===== src/hdl/cms_pkg.sv =====
// ----------------------------------------------------------------------------
// cms_pkg: shared types and constants for the color matrix selector
// Holds the request and result payload structs, the table type and the
// configuration register indexes used by the search unit and the top level.
// ----------------------------------------------------------------------------
package cms_pkg;

  localparam int WINDOW        = 12;
  localparam int TABLE_ENTRIES = 6;
  localparam int REG_TEMPS     = 6;

  localparam int TEMP_W  = 16;
  localparam int IDX_W   = 3;
  localparam int AGREE_W = 4;
  localparam int CFG_W   = 3;

  // vote counts reach WINDOW, history addresses stay below it
  localparam int CNT_W  = $clog2(WINDOW + 1);
  localparam int HIST_W = $clog2(WINDOW);
  localparam int TE_W   = $clog2(TABLE_ENTRIES);

  // register indexes
  localparam logic [CFG_W-1:0] CFG_TEMP0 = 3'd0;
  localparam logic [CFG_W-1:0] CFG_TEMP5 = 3'd5;
  localparam logic [CFG_W-1:0] CFG_AGREE = 3'd6;

  localparam logic [TEMP_W-1:0]  TEMP0_RST = 16'd2800;
  localparam logic [TEMP_W-1:0]  TEMP1_RST = 16'd4000;
  localparam logic [TEMP_W-1:0]  TEMP2_RST = 16'd5000;
  localparam logic [TEMP_W-1:0]  TEMP3_RST = 16'd6500;
  localparam logic [AGREE_W-1:0] AGREE_RST = 4'd10;

  typedef logic [REG_TEMPS-1:0][TEMP_W-1:0] temp_tab_t;

  typedef struct packed {
    logic [TEMP_W-1:0] meas_temp;
    logic              restart;
  } in_t;

  typedef struct packed {
    logic [IDX_W-1:0] matrix_index;
    logic             apply;
  } out_t;

  typedef struct packed {
    logic             done;
    logic [IDX_W-1:0] index;
  } srch_res_t;

endpackage


===== src/hdl/color_matrix_select_stabilizer.sv =====
// ----------------------------------------------------------------------------
// color_matrix_select_stabilizer: color matrix pick with vote stabilization
// Maps a measured color temperature to the nearest table entry and smooths
// the pick with a majority vote over the last twelve frames.
// ----------------------------------------------------------------------------
// Usage:
//   in_*  : one request per frame, meas_temp plus restart flag.
//   out_* : one result per request, matrix_index plus apply flag.
//   cfg_* : register writes (table entries 0..5, agree count); always ready,
//           write only while no request is in flight.
// Timing:
//   A result is valid once its request has passed the table search (start,
//   one neighbor pair per cycle, handoff), the store of the pick, the vote
//   count that rotates the history past one counter update, the histogram
//   scan and the result register. in_ready is low during that time, so one
//   request is in work at a time; a new request is taken only once the
//   previous result has been registered.
// Reset:
//   Registers return to their default table and agree count, the vote window
//   empties, nothing counts as applied.
// Stall:
//   A result waits in the output register; the next request may be accepted
//   and runs until its result, which then holds until the register frees.
// ----------------------------------------------------------------------------
module color_matrix_select_stabilizer import cms_pkg::*; (
  input  logic             clk,
  input  logic             rst_n,
  input  logic             in_valid,
  output logic             in_ready,
  input  in_t              in_data,
  output logic             out_valid,
  input  logic             out_ready,
  output out_t             out_data,
  input  logic             cfg_valid,
  output logic             cfg_ready,
  input  logic [CFG_W-1:0] cfg_index,
  input  logic [TEMP_W-1:0] cfg_data
);

  typedef enum logic [2:0] {
    ST_IDLE, ST_SEARCH, ST_WRITE, ST_COUNT, ST_BEST, ST_RESULT
  } state_t;

  // configuration
  temp_tab_t            temp_tab_r;
  logic [AGREE_W-1:0]   agree_r;

  // sequencer and vote state
  state_t               state_r;
  logic [TEMP_W-1:0]    temp_r;
  logic                 restart_r;
  logic                 srch_start_r;
  logic [IDX_W-1:0]     pick_r;
  logic [IDX_W-1:0]     hist_r [WINDOW];
  logic [CNT_W-1:0]     cnt_r [TABLE_ENTRIES];
  logic [CNT_W-1:0]     fill_r;
  logic [CNT_W-1:0]     len_r;
  logic [CNT_W-1:0]     ci_r;
  logic [TE_W-1:0]      bi_r;
  logic [IDX_W-1:0]     best_r;
  logic [CNT_W-1:0]     best_n_r;
  logic [IDX_W-1:0]     held_r;
  logic [IDX_W-1:0]     applied_r;
  logic                 applied_vld_r;
  logic                 out_valid_r;
  out_t                 out_r;

  srch_res_t            srch;
  logic [CNT_W-1:0]     fill_eff;
  logic [IDX_W-1:0]     vote;
  logic                 maj_ok;
  logic [IDX_W-1:0]     result;
  logic                 load_out;

  cms_search u_search (
    .clk   (clk),
    .rst_n (rst_n),
    .start (srch_start_r),
    .temp  (temp_r),
    .tab   (temp_tab_r),
    .res   (srch)
  );

  assign cfg_ready = 1'b1;

  always_ff @(posedge clk) begin
    if (!rst_n) begin
      temp_tab_r <= {{(2*TEMP_W){1'b0}}, TEMP3_RST, TEMP2_RST, TEMP1_RST, TEMP0_RST};
      agree_r <= AGREE_RST;
    end else if (cfg_valid) begin
      unique case (cfg_index) inside
        [CFG_TEMP0:CFG_TEMP5]: temp_tab_r[cfg_index] <= cfg_data;
        CFG_AGREE:             agree_r <= cfg_data[AGREE_W-1:0];
        default:               ;
      endcase
    end
  end

  always_comb begin
    fill_eff = in_data.restart ? CNT_W'(1) : fill_r;
    vote     = hist_r[0];
    maj_ok   = (len_r < CNT_W'(WINDOW)) ||
               ({{AGREE_W{1'b0}}, best_n_r} >= {{CNT_W{1'b0}}, agree_r});
    result   = maj_ok ? best_r : held_r;
    load_out = (state_r == ST_RESULT) && (!out_valid_r || out_ready);
  end

  assign in_ready = (state_r == ST_IDLE);

  always_ff @(posedge clk) begin
    if (!rst_n) begin
      state_r       <= ST_IDLE;
      srch_start_r  <= 1'b0;
      fill_r        <= CNT_W'(1);
      held_r        <= '0;
      applied_r     <= '0;
      applied_vld_r <= 1'b0;
      out_valid_r   <= 1'b0;
    end else begin
      srch_start_r <= (state_r == ST_IDLE) && in_valid;
      if (load_out) begin
        out_valid_r <= 1'b1;
      end else if (out_ready) begin
        out_valid_r <= 1'b0;
      end
      unique case (state_r)
        ST_IDLE: begin
          if (in_valid) begin
            temp_r       <= in_data.meas_temp;
            restart_r    <= in_data.restart;
            len_r        <= fill_eff;
            fill_r       <= (fill_eff < CNT_W'(WINDOW)) ? fill_eff + 1'b1 : fill_eff;
            if (in_data.restart) begin
              held_r <= '0;
            end
            state_r      <= ST_SEARCH;
          end
        end
        ST_SEARCH: begin
          if (srch.done) begin
            pick_r  <= srch.index;
            state_r <= ST_WRITE;
          end
        end
        ST_WRITE: begin
          // full window: drop the oldest pick, append at the end
          if (len_r == CNT_W'(WINDOW)) begin
            for (int i = 0; i < WINDOW - 1; i++) begin
              hist_r[i] <= hist_r[i+1];
            end
            hist_r[WINDOW-1] <= pick_r;
          end else begin
            hist_r[HIST_W'(len_r - 1'b1)] <= pick_r;
          end
          for (int j = 0; j < TABLE_ENTRIES; j++) begin
            cnt_r[j] <= '0;
          end
          ci_r    <= '0;
          state_r <= ST_COUNT;
        end
        ST_COUNT: begin
          // rotate a full turn so the history ends in its original order
          for (int i = 0; i < WINDOW - 1; i++) begin
            hist_r[i] <= hist_r[i+1];
          end
          hist_r[WINDOW-1] <= hist_r[0];
          if ((ci_r < len_r) && (vote < IDX_W'(TABLE_ENTRIES))) begin
            cnt_r[vote[TE_W-1:0]] <= cnt_r[vote[TE_W-1:0]] + 1'b1;
          end
          ci_r <= ci_r + 1'b1;
          if (ci_r == CNT_W'(WINDOW - 1)) begin
            bi_r     <= '0;
            best_r   <= '0;
            best_n_r <= '0;
            state_r  <= ST_BEST;
          end
        end
        ST_BEST: begin
          // strict compare keeps the lowest index on a tie
          if (cnt_r[bi_r] > best_n_r) begin
            best_n_r <= cnt_r[bi_r];
            best_r   <= IDX_W'(bi_r);
          end
          bi_r <= bi_r + 1'b1;
          if (bi_r == TE_W'(TABLE_ENTRIES - 1)) begin
            state_r <= ST_RESULT;
          end
        end
        ST_RESULT: begin
          if (load_out) begin
            held_r             <= result;
            applied_r          <= result;
            applied_vld_r      <= 1'b1;
            out_r.matrix_index <= result;
            out_r.apply        <= !applied_vld_r || (result != applied_r) || restart_r;
            state_r            <= ST_IDLE;
          end
        end
        default: state_r <= ST_IDLE;
      endcase
    end
  end

  assign out_valid = out_valid_r;
  assign out_data  = out_r;

endmodule


===== src/hdl/cms_search.sv =====
// ----------------------------------------------------------------------------
// cms_search: iterative nearest-entry table search
// Walks the temperature table one neighbor pair per cycle with two subtracts
// and a compare, rounds to the closer entry and clamps at the ends.
// ----------------------------------------------------------------------------
module cms_search import cms_pkg::*; (
  input  logic              clk,
  input  logic              rst_n,
  input  logic              start,
  input  logic [TEMP_W-1:0] temp,
  input  temp_tab_t         tab,
  output srch_res_t         res
);

  typedef enum logic {SR_IDLE, SR_STEP} sr_state_t;

  sr_state_t         state_r;
  logic [IDX_W-1:0]  k_r;
  srch_res_t         res_r;

  logic [IDX_W:0]    k1;
  logic [TEMP_W-1:0] e_next;
  logic              has_next;
  logic [TEMP_W:0]   below;
  logic [TEMP_W:0]   above;
  logic              brk;
  logic              closer;

  always_comb begin
    k1       = {1'b0, k_r} + 1'b1;
    e_next   = (k1 < (IDX_W+1)'(TABLE_ENTRIES)) ? tab[k1[IDX_W-1:0]] : '0;
    has_next = (k1 < (IDX_W+1)'(TABLE_ENTRIES)) && (e_next != '0);
    below    = {1'b0, temp} - {1'b0, tab[k_r]};
    above    = {1'b0, e_next} - {1'b0, temp};
    // stop once the temperature lies at or below the upper neighbor, or below the current entry
    brk      = below[TEMP_W] | ~above[TEMP_W];
    closer   = $signed(above) < $signed(below);
  end

  always_ff @(posedge clk) begin
    if (!rst_n) begin
      state_r    <= SR_IDLE;
      res_r.done <= 1'b0;
    end else begin
      res_r.done <= (state_r == SR_STEP) && (!has_next || brk);
      unique case (state_r)
        SR_IDLE: begin
          if (start) begin
            k_r     <= '0;
            state_r <= SR_STEP;
          end
        end
        SR_STEP: begin
          if (!has_next) begin
            res_r.index <= k_r;
            state_r     <= SR_IDLE;
          end else if (brk) begin
            res_r.index <= k_r + IDX_W'(closer);
            state_r     <= SR_IDLE;
          end else begin
            k_r <= k1[IDX_W-1:0];
          end
        end
        default: state_r <= SR_IDLE;
      endcase
    end
  end

  assign res = res_r;

endmodule


===== config.mk =====
export PLATFORM = sky130hd
export DESIGN_NAME = color_matrix_select_stabilizer
export DESIGN_NICKNAME = d
export VERILOG_FILES = /design/src/hdl/cms_pkg.sv /design/src/hdl/color_matrix_select_stabilizer.sv /design/src/hdl/cms_search.sv
export SDC_FILE = /design/constraint.sdc
export NUM_CORES = 1
export LEC_CHECK = 0
export BUFFER_PORTS_ARGS = -buffer_cell sky130_fd_sc_hd__buf_2
export CORE_AREA = 4 4 243 150
export CTS_BUF_LIST = sky130_fd_sc_hd__clkbuf_4 sky130_fd_sc_hd__clkbuf_8
export DETAILED_ROUTE_END_ITERATION = 8
export DIE_AREA = 0 0 247 154
export GPL_TIMING_DRIVEN = 0
export SETUP_SLACK_MARGIN = 0.3
export SLEW_MARGIN = 20
export SYNTH_ARGS = -nofsm -noshare
export SYNTH_HDL_FRONTEND = slang
export SYNTH_SLANG_ARGS = --single-unit
export TNS_END_PERCENT = 10

===== constraint.sdc =====
create_clock -name clk -period 6.98 [get_ports clk]
set_input_delay 0 -clock clk [delete_from_list [all_inputs] [get_ports clk]]
set_output_delay 0 -clock clk [all_outputs]
set_load 0.005 [all_outputs]

### Word-level counts from Yosys, hierarchy flattened

Memory sizes are Yosys's and may differ from the RTL's. A register that Yosys moved wholly into a read port is not among the register bits.
Cells that the tools add are included.

| storage, ports and cells | value |
|---|---|
| word-level logic and storage cells | 204 |
| flip-flop bits (word level) | 166 |
| bits in writable memories | 60 |
| input bits | 41 |
| memories kept | 2 |

Memories:

| memory | words | width | rd ports | clocked after Yosys merged registers in | wr ports | line | RTL |
|---|---|---|---|---|---|---|---|
| hist_r | 12 | 3 | 12 | 0 | 12 | color_matrix_select_stabilizer.sv:54 | `logic [IDX_W-1:0] hist_r [WINDOW];` |
| cnt_r | 6 | 4 | 2 | 1 | 6 | color_matrix_select_stabilizer.sv:55 | `logic [CNT_W-1:0] cnt_r [TABLE_ENTRIES];` |

| cells by class | value |
|---|---|
| order comparisons | 14 |
| $add $sub $neg | 9 |
| bitwise operators | 15 |
| eq/ne operators | 21 |
| reductions and logical operators | 37 |
| muxes and demuxes | 78 |

Operator list:

| operator | number |
|---|---|
| $bmux W16 S3 | 2 |
| $bwmux W96 | 1 |
| $mux W3 | 31 |
| $mux W16 | 4 |
| $demux W16 S3 | 1 |
| $sub A16 B16 Y17 | 2 |
| $mux W1 | 25 |
| $mux W4 | 6 |
| $pmux W3 S2 | 4 |
| $ne A2 B2 Y1 const B | 9 |
| $pmux W3 S6 | 1 |
| $lt A17 B17 Y1 | 1 |
| $pmux W4 S2 | 2 |
| $reduce_bool A16 Y1 | 1 |
| $reduce_and A3 Y1 | 5 |
| $or A1 B1 Y1 | 13 |
| $add A4 B1 Y4 const B | 3 |
| $eq A3 B3 Y1 const B | 4 |
| $lt A3 B4 Y1 const B | 3 |
| $reduce_and A4 Y1 | 3 |
| $reduce_and A2 Y1 | 5 |
| $eq A4 B4 Y1 const B | 2 |
| $lt A4 B4 Y1 const B | 2 |
| $reduce_bool A2 Y1 | 4 |
| other kinds (24) | 40 |

### Logic depth before layout (Yosys ltp)

Gate-level depths: netlist of the first run.

| depth | value |
|---|---|
| depth in word-level cells | 10 |
| depth in mapped cells | 27 |
| depth with buffers taken out | 24 |

### Hierarchy

A second synthesis of the first run with hierarchy kept.

| second synthesis, totals | value |
|---|---|
| cell total of the unflattened synthesis | 1345 |
| area total of the unflattened synthesis | 13917.1 um^2 |

By module, submodules not included:

| module | area each (um^2) | times used | cells an instance |
|---|---|---|---|
| color_matrix_select_stabilizer | 9970.8 | 1 | 894 |
| cms_search | 3946.3 | 1 | 451 |

### Worst setup path after synthesis of the first run

OpenSTA, ideal clock, no wires.

| timing | value |
|---|---|
| kind | reg2reg |
| from | register u_search.k_r[0] |
| to | register u_search.res_r, in the netlist u_search.res[1], data pin |
| library setup time | 0.260 ns |
| data arrival time | 5.061 ns |
| data required time | 6.720 ns |
| path slack | 1.658 ns |
| cell stages (with the launch flop) | 23 |
| cells stage by stage | edfxtp_1 > buf_6 > buf_6 > buf_4 > buf_2 > mux4_2 > a22oi_1 > ha_1 > a21o_1 > a21oi_1 > o21a_1 > o41ai_1 > a21o_1 > a2111oi_0 > a21oi_1 > ha_1 > nor2b_1 > o2111ai_1 > a211o_1 > nand3b_1 > ha_1 > ha_1 > mux2_4 |

| between the ends | value |
|---|---|
| word-level cells in the longest chain between the ends | 9 |
| elaborated cells between the ends (all ways) | 15 |

RTL lines:

| element | line | RTL |
|---|---|---|
| start, declared | cms_search.sv:18 | `logic [IDX_W-1:0] k_r;` |
| start signal, assigned | cms_search.sv:61 | `k_r <= k1[IDX_W-1:0];` |
| $add A3 B1 Y4 | cms_search.sv:30 | `k1 = {1'b0, k_r} + 1'b1;` |
| $bmux W16 S3 | cms_search.sv:31 | `e_next = (k1 < (IDX_W+1)'(TABLE_ENTRIES)) ? tab[k1[IDX_W-1:0]] : '0;` |
| $mux W16 (not written as such) | cms_search.sv:31 |  |
| $mux W16 | cms_search.sv:31 |  |
| $sub A16 B16 Y17 | cms_search.sv:34 | `above = {1'b0, e_next} - {1'b0, temp};` |
| $lt A17 B17 Y1 | cms_search.sv:37 | `closer = $signed(above) < $signed(below);` |
| $add A3 B1 Y3 | cms_search.sv:58 | `res_r.index <= k_r + IDX_W'(closer);` |
| $mux W3 | cms_search.sv:57 | `end else if (brk) begin` |
| $mux W3 (*) | cms_search.sv:54 | `if (!has_next) begin` |
| end, declared | cms_search.sv:19 | `srch_res_t res_r;` |

Every way passes the cells marked *; elsewhere a longest branch is shown, timed or not. The select of a mux whose other input is x is not followed.
A chain may end at the register's enable or synchronous reset.

### Final worst setup path of the first run

| timing | value |
|---|---|
| from | register u_search.k_r[1] |
| to | register u_search.res_r, in the netlist u_search.res[1], data pin |

The elaborated chain is that of the path after synthesis.

==> flow_metrics.py, run 1 <==
metrics = {
    "timing": {
        "rsz0062_at_grt": "no",
        "hold_viol_final": 0,
        "fmax_mhz": 153,
        "slew_viol_final": 0,
        "fin_crit_ns": 6.52,
        "worst_pin_slew_ns": 0.953,
        "clock_skew_ns": 0.0194,
        "fin_tns_setup_ns": 0,
        "relSlewSlack": 0.360,
        "worst_slack_ns": 0.457,
        "fin_crit_sh": 0.935,
        "finalSetupViolations": 0,
        "whs_ns": 0.0671,
    },
    "run": {
        "max-cap-violations": 0,
    },
    "status": {
        "outcome": "finished clean",
    },
    "placement": {
        "post-place-ws_ns": 0.293,
        "io_buffers": 45,
        "gp_congestion": 0.921,
        "placed_cell_area_mm2": 0.0143,
        "dp.cells": 1833,
        "detailed_place_hpwl_um": 30000,
    },
    "global_route": {
        "grt_pass1_vias": 10300,
        "grtUsageTotal": 0.207,
        "antenna_found_initial": 2,
        "grt.overflow.total": 0,
        "grt_max_degree": 12,
        "grt_pass1_wl_um": 60500,
    },
    "synthesis": {
        "yosys.area.top_type_share": 0.258,
        "netlist_instances": 1313,
        "synth_most_common_cell": "nand2_1",
        "dominantRegCellSynth": "dfxtp_1",
        "synth_common_cells": "nand2_1 (257), dfxtp_1 (121), edfxtp_1 (116)",
        "yosys-top-cells-area": "edfxtp_1 (26%), dfxtp_1 (18%), nand2_1 (7.1%), mux4_2 (6.8%), ha_1 (6.2%)",
        "yosysSeqAreaShare": 0.438,
        "synth_top_area_cell": "edfxtp_1",
        "ys_seq_elements": 237,
        "synth_area_mm2": 0.0135,
        "synth_edf_count": 116,
        "syn_area_per_cell_um2": 10.3,
        "async_flop_share": 0,
        "netlist-cell-type-count": 67,
        "synth-warning-count": 0,
    },
    "setup_path": {
        "worstSetupPathType": "flop to flop",
        "worst_ep_arrival_time_ns": 6.84,
        "cp_cell_sequence": "clkbuf_1 -> clkbuf_1 -> mux4_2 -> a22oi_1 -> ha_1 -> a21o_1 -> a21o_1 -> a21oi_1 -> o41ai_1 -> a21o_1 -> a2111oi_0 -> a21oi_1 -> ha_1 -> nor2b_1 -> o2111ai_1 -> a211o_1 -> nand3b_1 -> ha_1 -> ha_1 -> mux2_4",
        "slowest_stage": "clkbuf_1",
        "cp_top_family": "compound AO/OA/AOI/OAI gates",
        "crit_path_max_fanout": 10,
        "crit_buf_inv": 2,
        "slowest_delay_ns": 0.73,
        "crit_top_cell": "ha_1",
        "start_kind": "flop",
        "end_kind": "flop",
        "crit_required_ns": 7.30,
    },
    "pwr": {
        "pwr-share-seq": 0.467,
        "ir_drop_mv": 0.117,
        "p_per_area_mw_per_mm2": 206,
        "cellLeakagePower_nw": 6.08,
        "p_int_mw": 2.36,
        "clkPwrFrac": 0.401,
        "combPwrFrac": 0.132,
        "power_switching_mw": 0.853,
        "total_power_mw": 3.21,
        "swShare": 0.266,
    },
    "finish": {
        "instances_no_fill": 1944,
        "area_growth_pct": 15.4,
        "drive_above_1_share": 0.162,
        "final_area_mm2": 0.0156,
        "fin_util": 0.452,
        "nets": 1559,
        "antenna_cells": 0,
    },
    "clock_tree": {
        "cts_buffer_depth": 3,
        "cts-root-buf": "clkbuf_8",
        "clkTransAtPathRegs_ns": 0.07,
        "cts_tree": "yes",
        "cts_max_level": 2,
        "numCtsBuffers": 39,
        "clk_latency_ns": 0.57,
        "cts.sinks": 237,
    },
    "detailed_routing": {
        "wirelength_um": 39700,
        "drtAntennaViolNets": 0,
        "wl_per_cell_um": 20.4,
        "route.vias.total": 10600,
        "routed_via_density": 5.45,
        "drc_errors": 0,
        "drtPass1Iterations": 5,
        "drtIter0Drc": 1021,
    },
    "hold_path": {
        "holdCritPathClass": "input pin to flop",
    },
    "die": {
        "core_area_mm2": 0.0344,
        "die_w_um": 247,
        "die-height_um": 154,
        "ioPinCount": 48,
        "initial_core_util": 0.392,
        "die_area_mm2": 0.0380,
        "num_rows": 53,
    },
}
-- layer usage --
metal / wire, um / up-vias / track usage
li1: - / 4999 / -
met1: 20100 / 5161 / 0.328
met2: 14700 / 368 / 0.262
met3: 4270 / 61 / 0.0770
met4: 631 / 4 / 0.0462
met5: 27 / - / 0
-- layout by cell type, fill, tap and decap left out, types with 27 or more instances in the layout --
cell type,netlist,routed
buf_2,8,52
dfxtp_1,121,121
mux4_2,41,41
ha_1,67,67
dlygate4sd3_1,0,41
clkbuf_1,45,45
a21oi_1,34,34
inv_1,54,54
mux2i_1,27,27
clkbuf_8,0,41
nand3_1,46,46
a21boi_0,80,80
mux2_2,63,63
nand2_1,257,257
edfxtp_1,116,116
nor2_1,73,73
-- what timing repair did --
item / 4_1_cts / 5_1_grt
hold endpoints to repair: 126 / 0
hold buffers: 41 / 0
gates resized for setup: 0 / 3
buffers inserted: 1 / 0
setup endpoints to repair: 1 / 3
-- final cells by class --
class	count	area, um^2
flip-flops and latches	237	5910
repair buffers	88	658
clock buffers	55	669
fillers	3292	18900
well taps	467	584
multi-input cells	969	7150
plain buffers	59	260
inverters	55	206
clock inverters	14	128
-- final timing paths --
| kind | slack [ns] | to | depth (start not counted) | start |
|---|---|---|---|---|
| max | 0.46 | u_search.res[1] | 20 | u_search.k_r[1] |
| min | 0.07 | out_valid | 4 | out_ready |
| max reg2reg | 0.46 | u_search.res[1] | 20 | u_search.k_r[1] |
| min reg2reg | 0.43 | pick_r[1] | 0 | u_search.res[1] |
-- state kept, by name, summed over array words and instances (netlist names), named ones only --
| register | flops |
|---|---|
| agree_r | 4 |
| applied_r | 3 |
| applied_vld_r | 1 |
| best_n_r | 4 |
| best_r | 3 |
| bi_r | 3 |
| ci_r | 4 |
| cnt_r | 32 |
| fill_r | 4 |
| held_r | 3 |
| hist_r | 36 |
| len_r | 4 |
| out_data | 4 |
| out_valid | 1 |
| pick_r | 3 |
| restart_r | 1 |
| srch_start_r | 1 |
| state_r | 3 |
| temp_r | 16 |
| temp_tab_r | 96 |
| u_search.k_r | 3 |
| u_search.res | 4 |
| u_search.state_r | 1 |
-- cells by family after synthesis --
group,Yosys count,synth area share
and+or+nand+nor,484,0.159
muxes,140,0.157
other,2,0.000557
DFF,237,0.438
xor gates and xnor gates,34,0.0235
buffers and inverters,114,0.0344
AOI/OAI and AO/OA,233,0.123
adders and majority gates,69,0.0651
-- power groups by stage --
stage	combinational (mW)	sequential [mW]	clock (mW)
5_1_grt	0.466	1.50	1.38
6_report	0.424	1.50	1.29
2_1_floorplan	0.274	1.52	0
4_1_cts	0.416	1.50	1.32
3_3_place_gp	0.383	1.53	0
3_5_place_dp	0.395	1.53	0
-- worst reg2reg max path, delay by kind of cell (launching register included) --
family	cells	cell delay [ns]
compound gates	10	2.33
buf+inv	2	1.34
fa+ha+maj	4	1.12
mux	2	0.74
flops	1	0.38
simple gates	2	0.35
Power figures use the tool's default switching activity.
==> inputs of run 2 (changes only) <==
--- a/config.mk
+++ b/config.mk
@@ -11,6 +11,7 @@
 export DETAILED_ROUTE_END_ITERATION = 8
 export DIE_AREA = 0 0 247 154
 export GPL_TIMING_DRIVEN = 0
+export RECOVER_POWER = 25
 export SETUP_SLACK_MARGIN = 0.3
 export SLEW_MARGIN = 20
 export SYNTH_ARGS = -nofsm -noshare
==> flow_metrics.py, run 2 (synthesis results as in run 1) <==
metrics = {
    "status": {
        "outcome": "finished clean",
    },
    "die": {
        "core_area_mm2": 0.0344,
        "die-height_um": 154,
        "ioPinCount": 48,
        "num_rows": 53,
        "die_w_um": 247,
        "initial_core_util": 0.392,
        "die_area_mm2": 0.0380,
    },
    "finish": {
        "antenna_cells": 0,
        "drive_above_1_share": 0.158,
        "largest_reg_flops": 96,
        "largest-register": "temp_tab_r",
        "area_growth_pct": 15.3,
        "instances_no_fill": 1944,
        "layout_common_cells": "nand2_1 (257), dfxtp_1 (121), edfxtp_1 (116)",
        "nets": 1559,
        "final_common_cell": "nand2_1",
        "largestRegisters": "temp_tab_r (96), hist_r (36), cnt_r (32)",
    },
    "setup_path": {
        "start_kind": "flop",
        "timing.rr.start": "u_search.k_r[1]",
        "ff2ff_path_depth": 20,
        "rr_endpoint": "u_search.res[1]",
        "crit_path_max_fanout": 10,
        "worstSetupPathType": "flop to flop",
        "worst_ep_arrival_time_ns": 6.82,
        "crit_required_ns": 7.30,
        "r2r_setup_slack_ns": 0.48,
        "end_kind": "flop",
    },
    "hold_path": {
        "holdCritPathClass": "input pin to flop",
        "whs_path_depth": 4,
        "hp-start": "out_ready",
        "min_to": "out_valid",
    },
    "timing": {
        "whs_ns": 0.0684,
        "fin_crit_sh": 0.932,
        "fin_tns_setup_ns": 0,
        "relSlewSlack": 0.354,
        "rsz0062_at_grt": "no",
        "fmax_mhz": 154,
        "worst_slack_ns": 0.478,
        "fin_crit_ns": 6.50,
        "slew_viol_final": 0,
        "hold_viol_final": 0,
        "worst_pin_slew_ns": 0.962,
        "clock_skew_ns": 0.0193,
        "finalSetupViolations": 0,
    },
    "global_route": {
        "antenna_found_initial": 2,
        "grt_pass1_vias": 10300,
        "grt.overflow.total": 0,
        "grt_max_degree": 12,
        "grt_pass1_wl_um": 60500,
        "grtUsageTotal": 0.207,
    },
    "placement": {
        "dp.cells": 1833,
        "detailed_place_hpwl_um": 30000,
        "gp_congestion": 0.921,
        "post-place-ws_ns": 0.293,
        "io_buffers": 45,
    },
    "pwr": {
        "pwr-share-seq": 0.467,
        "clkPwrFrac": 0.401,
        "p_per_area_mw_per_mm2": 206,
        "p_int_mw": 2.36,
        "total_power_mw": 3.21,
        "combPwrFrac": 0.132,
        "swShare": 0.266,
        "power_switching_mw": 0.854,
        "cellLeakagePower_nw": 6.05,
        "ir_drop_mv": 0.118,
    },
    "detailed_routing": {
        "routed.top_layer": "met5",
        "wirelength_um": 39700,
        "route.vias.total": 10600,
        "dr_wl_met3_um": 4310,
        "m1WireLength_um": 20100,
        "drtAntennaViolNets": 0,
        "wl_per_cell_um": 20.4,
        "routed_via_density": 5.46,
        "drc_errors": 0,
        "drtPass1Iterations": 8,
        "drtIter0Drc": 1009,
        "met2_length_um": 14600,
    },
    "clock_tree": {
        "cts-root-buf": "clkbuf_8",
        "cts_buffer_depth": 3,
        "cts.sinks": 237,
        "clk_latency_ns": 0.57,
        "numCtsBuffers": 39,
        "cts_tree": "yes",
        "clkTransAtPathRegs_ns": 0.07,
        "cts_max_level": 2,
    },
    "run": {
        "max-cap-violations": 0,
    },
}
## run 2: cell types whose count changed in the layout (fill, tap and decap cells not counted), sizes merged
cell	change
buf	-7
clkbuf	+7
## run 2: timing repair
action / 4_1_cts / 5_1_grt
resized for setup: 0 / 3
endpoints found under the hold margin: 126 / 0
setup endpoints to repair: 1 / 3
hold buffers: 41 / 0
setup buffers: 1 / 0
## run 2: cell type report
type / instances / area, um^2
Timing Repair Buffer: 88 / 651
Fill cell: 3299 / 18900
Tap cell: 467 / 584
Clock inverter: 14 / 128
Buffer: 59 / 259
Inverter: 55 / 206
Clock buffer: 55 / 669
Sequential cell: 237 / 5910
Multi-Input combinational cell: 969 / 7150
## run 2: worst max-delay path by stage
stage	from	endpoint	slack, ns
final	u_search.k_r[1]	u_search.res[1]	0.48
after global routing	u_search.k_r[1]	u_search.res[1]	0.31
after CTS	u_search.k_r[0]	u_search.res[1]	0.47
after detailed placement	u_search.k_r[0]	u_search.res[1]	0.29
after global placement	u_search.k_r[0]	u_search.res[1]	0.34
after floorplan	u_search.k_r[0]	u_search.res[1]	1.66
## run 2: power groups by stage
| stage | combinational, mW | clock (mW) | sequential [mW] |
|---|---|---|---|
| floorplan | 0.274 | 0 | 1.52 |
| global placement | 0.383 | 0 | 1.53 |
| detailed placement | 0.395 | 0 | 1.53 |
| CTS | 0.416 | 1.32 | 1.50 |
| global route | 0.466 | 1.38 | 1.50 |
| finish | 0.424 | 1.29 | 1.50 |
## run 2: per-layer routing
layer	vias up	global-route usage
li1	4999	-
met1	5174	0.328
met2	365	0.262
met3	69	0.0770
met4	4	0.0462
met5	-	0
## run 2: critical path, cell delays in order (launching register included)
cell and delay, ns:
edfxtp_1 0.38, clkbuf_1 0.60, clkbuf_1 0.72, mux4_2 0.49, a22oi_1 0.46, ha_1 0.39, a21o_1 0.19, a21o_1 0.17
a21oi_1 0.16, o41ai_1 0.14, a21o_1 0.23, a2111oi_0 0.44, a21oi_1 0.08, ha_1 0.33, nor2b_1 0.20, o2111ai_1 0.16
a211o_1 0.29, nand3b_1 0.15, ha_1 0.18, ha_1 0.22, mux2_4 0.25
## run 2: per-stage QoR
stage	utilization	cell area (um^2)
CTS	0.452	15600
detailed placement	0.417	14300
global route	0.452	15600
global placement	0.416	14300
floorplan	-	13500
finish	0.452	15600
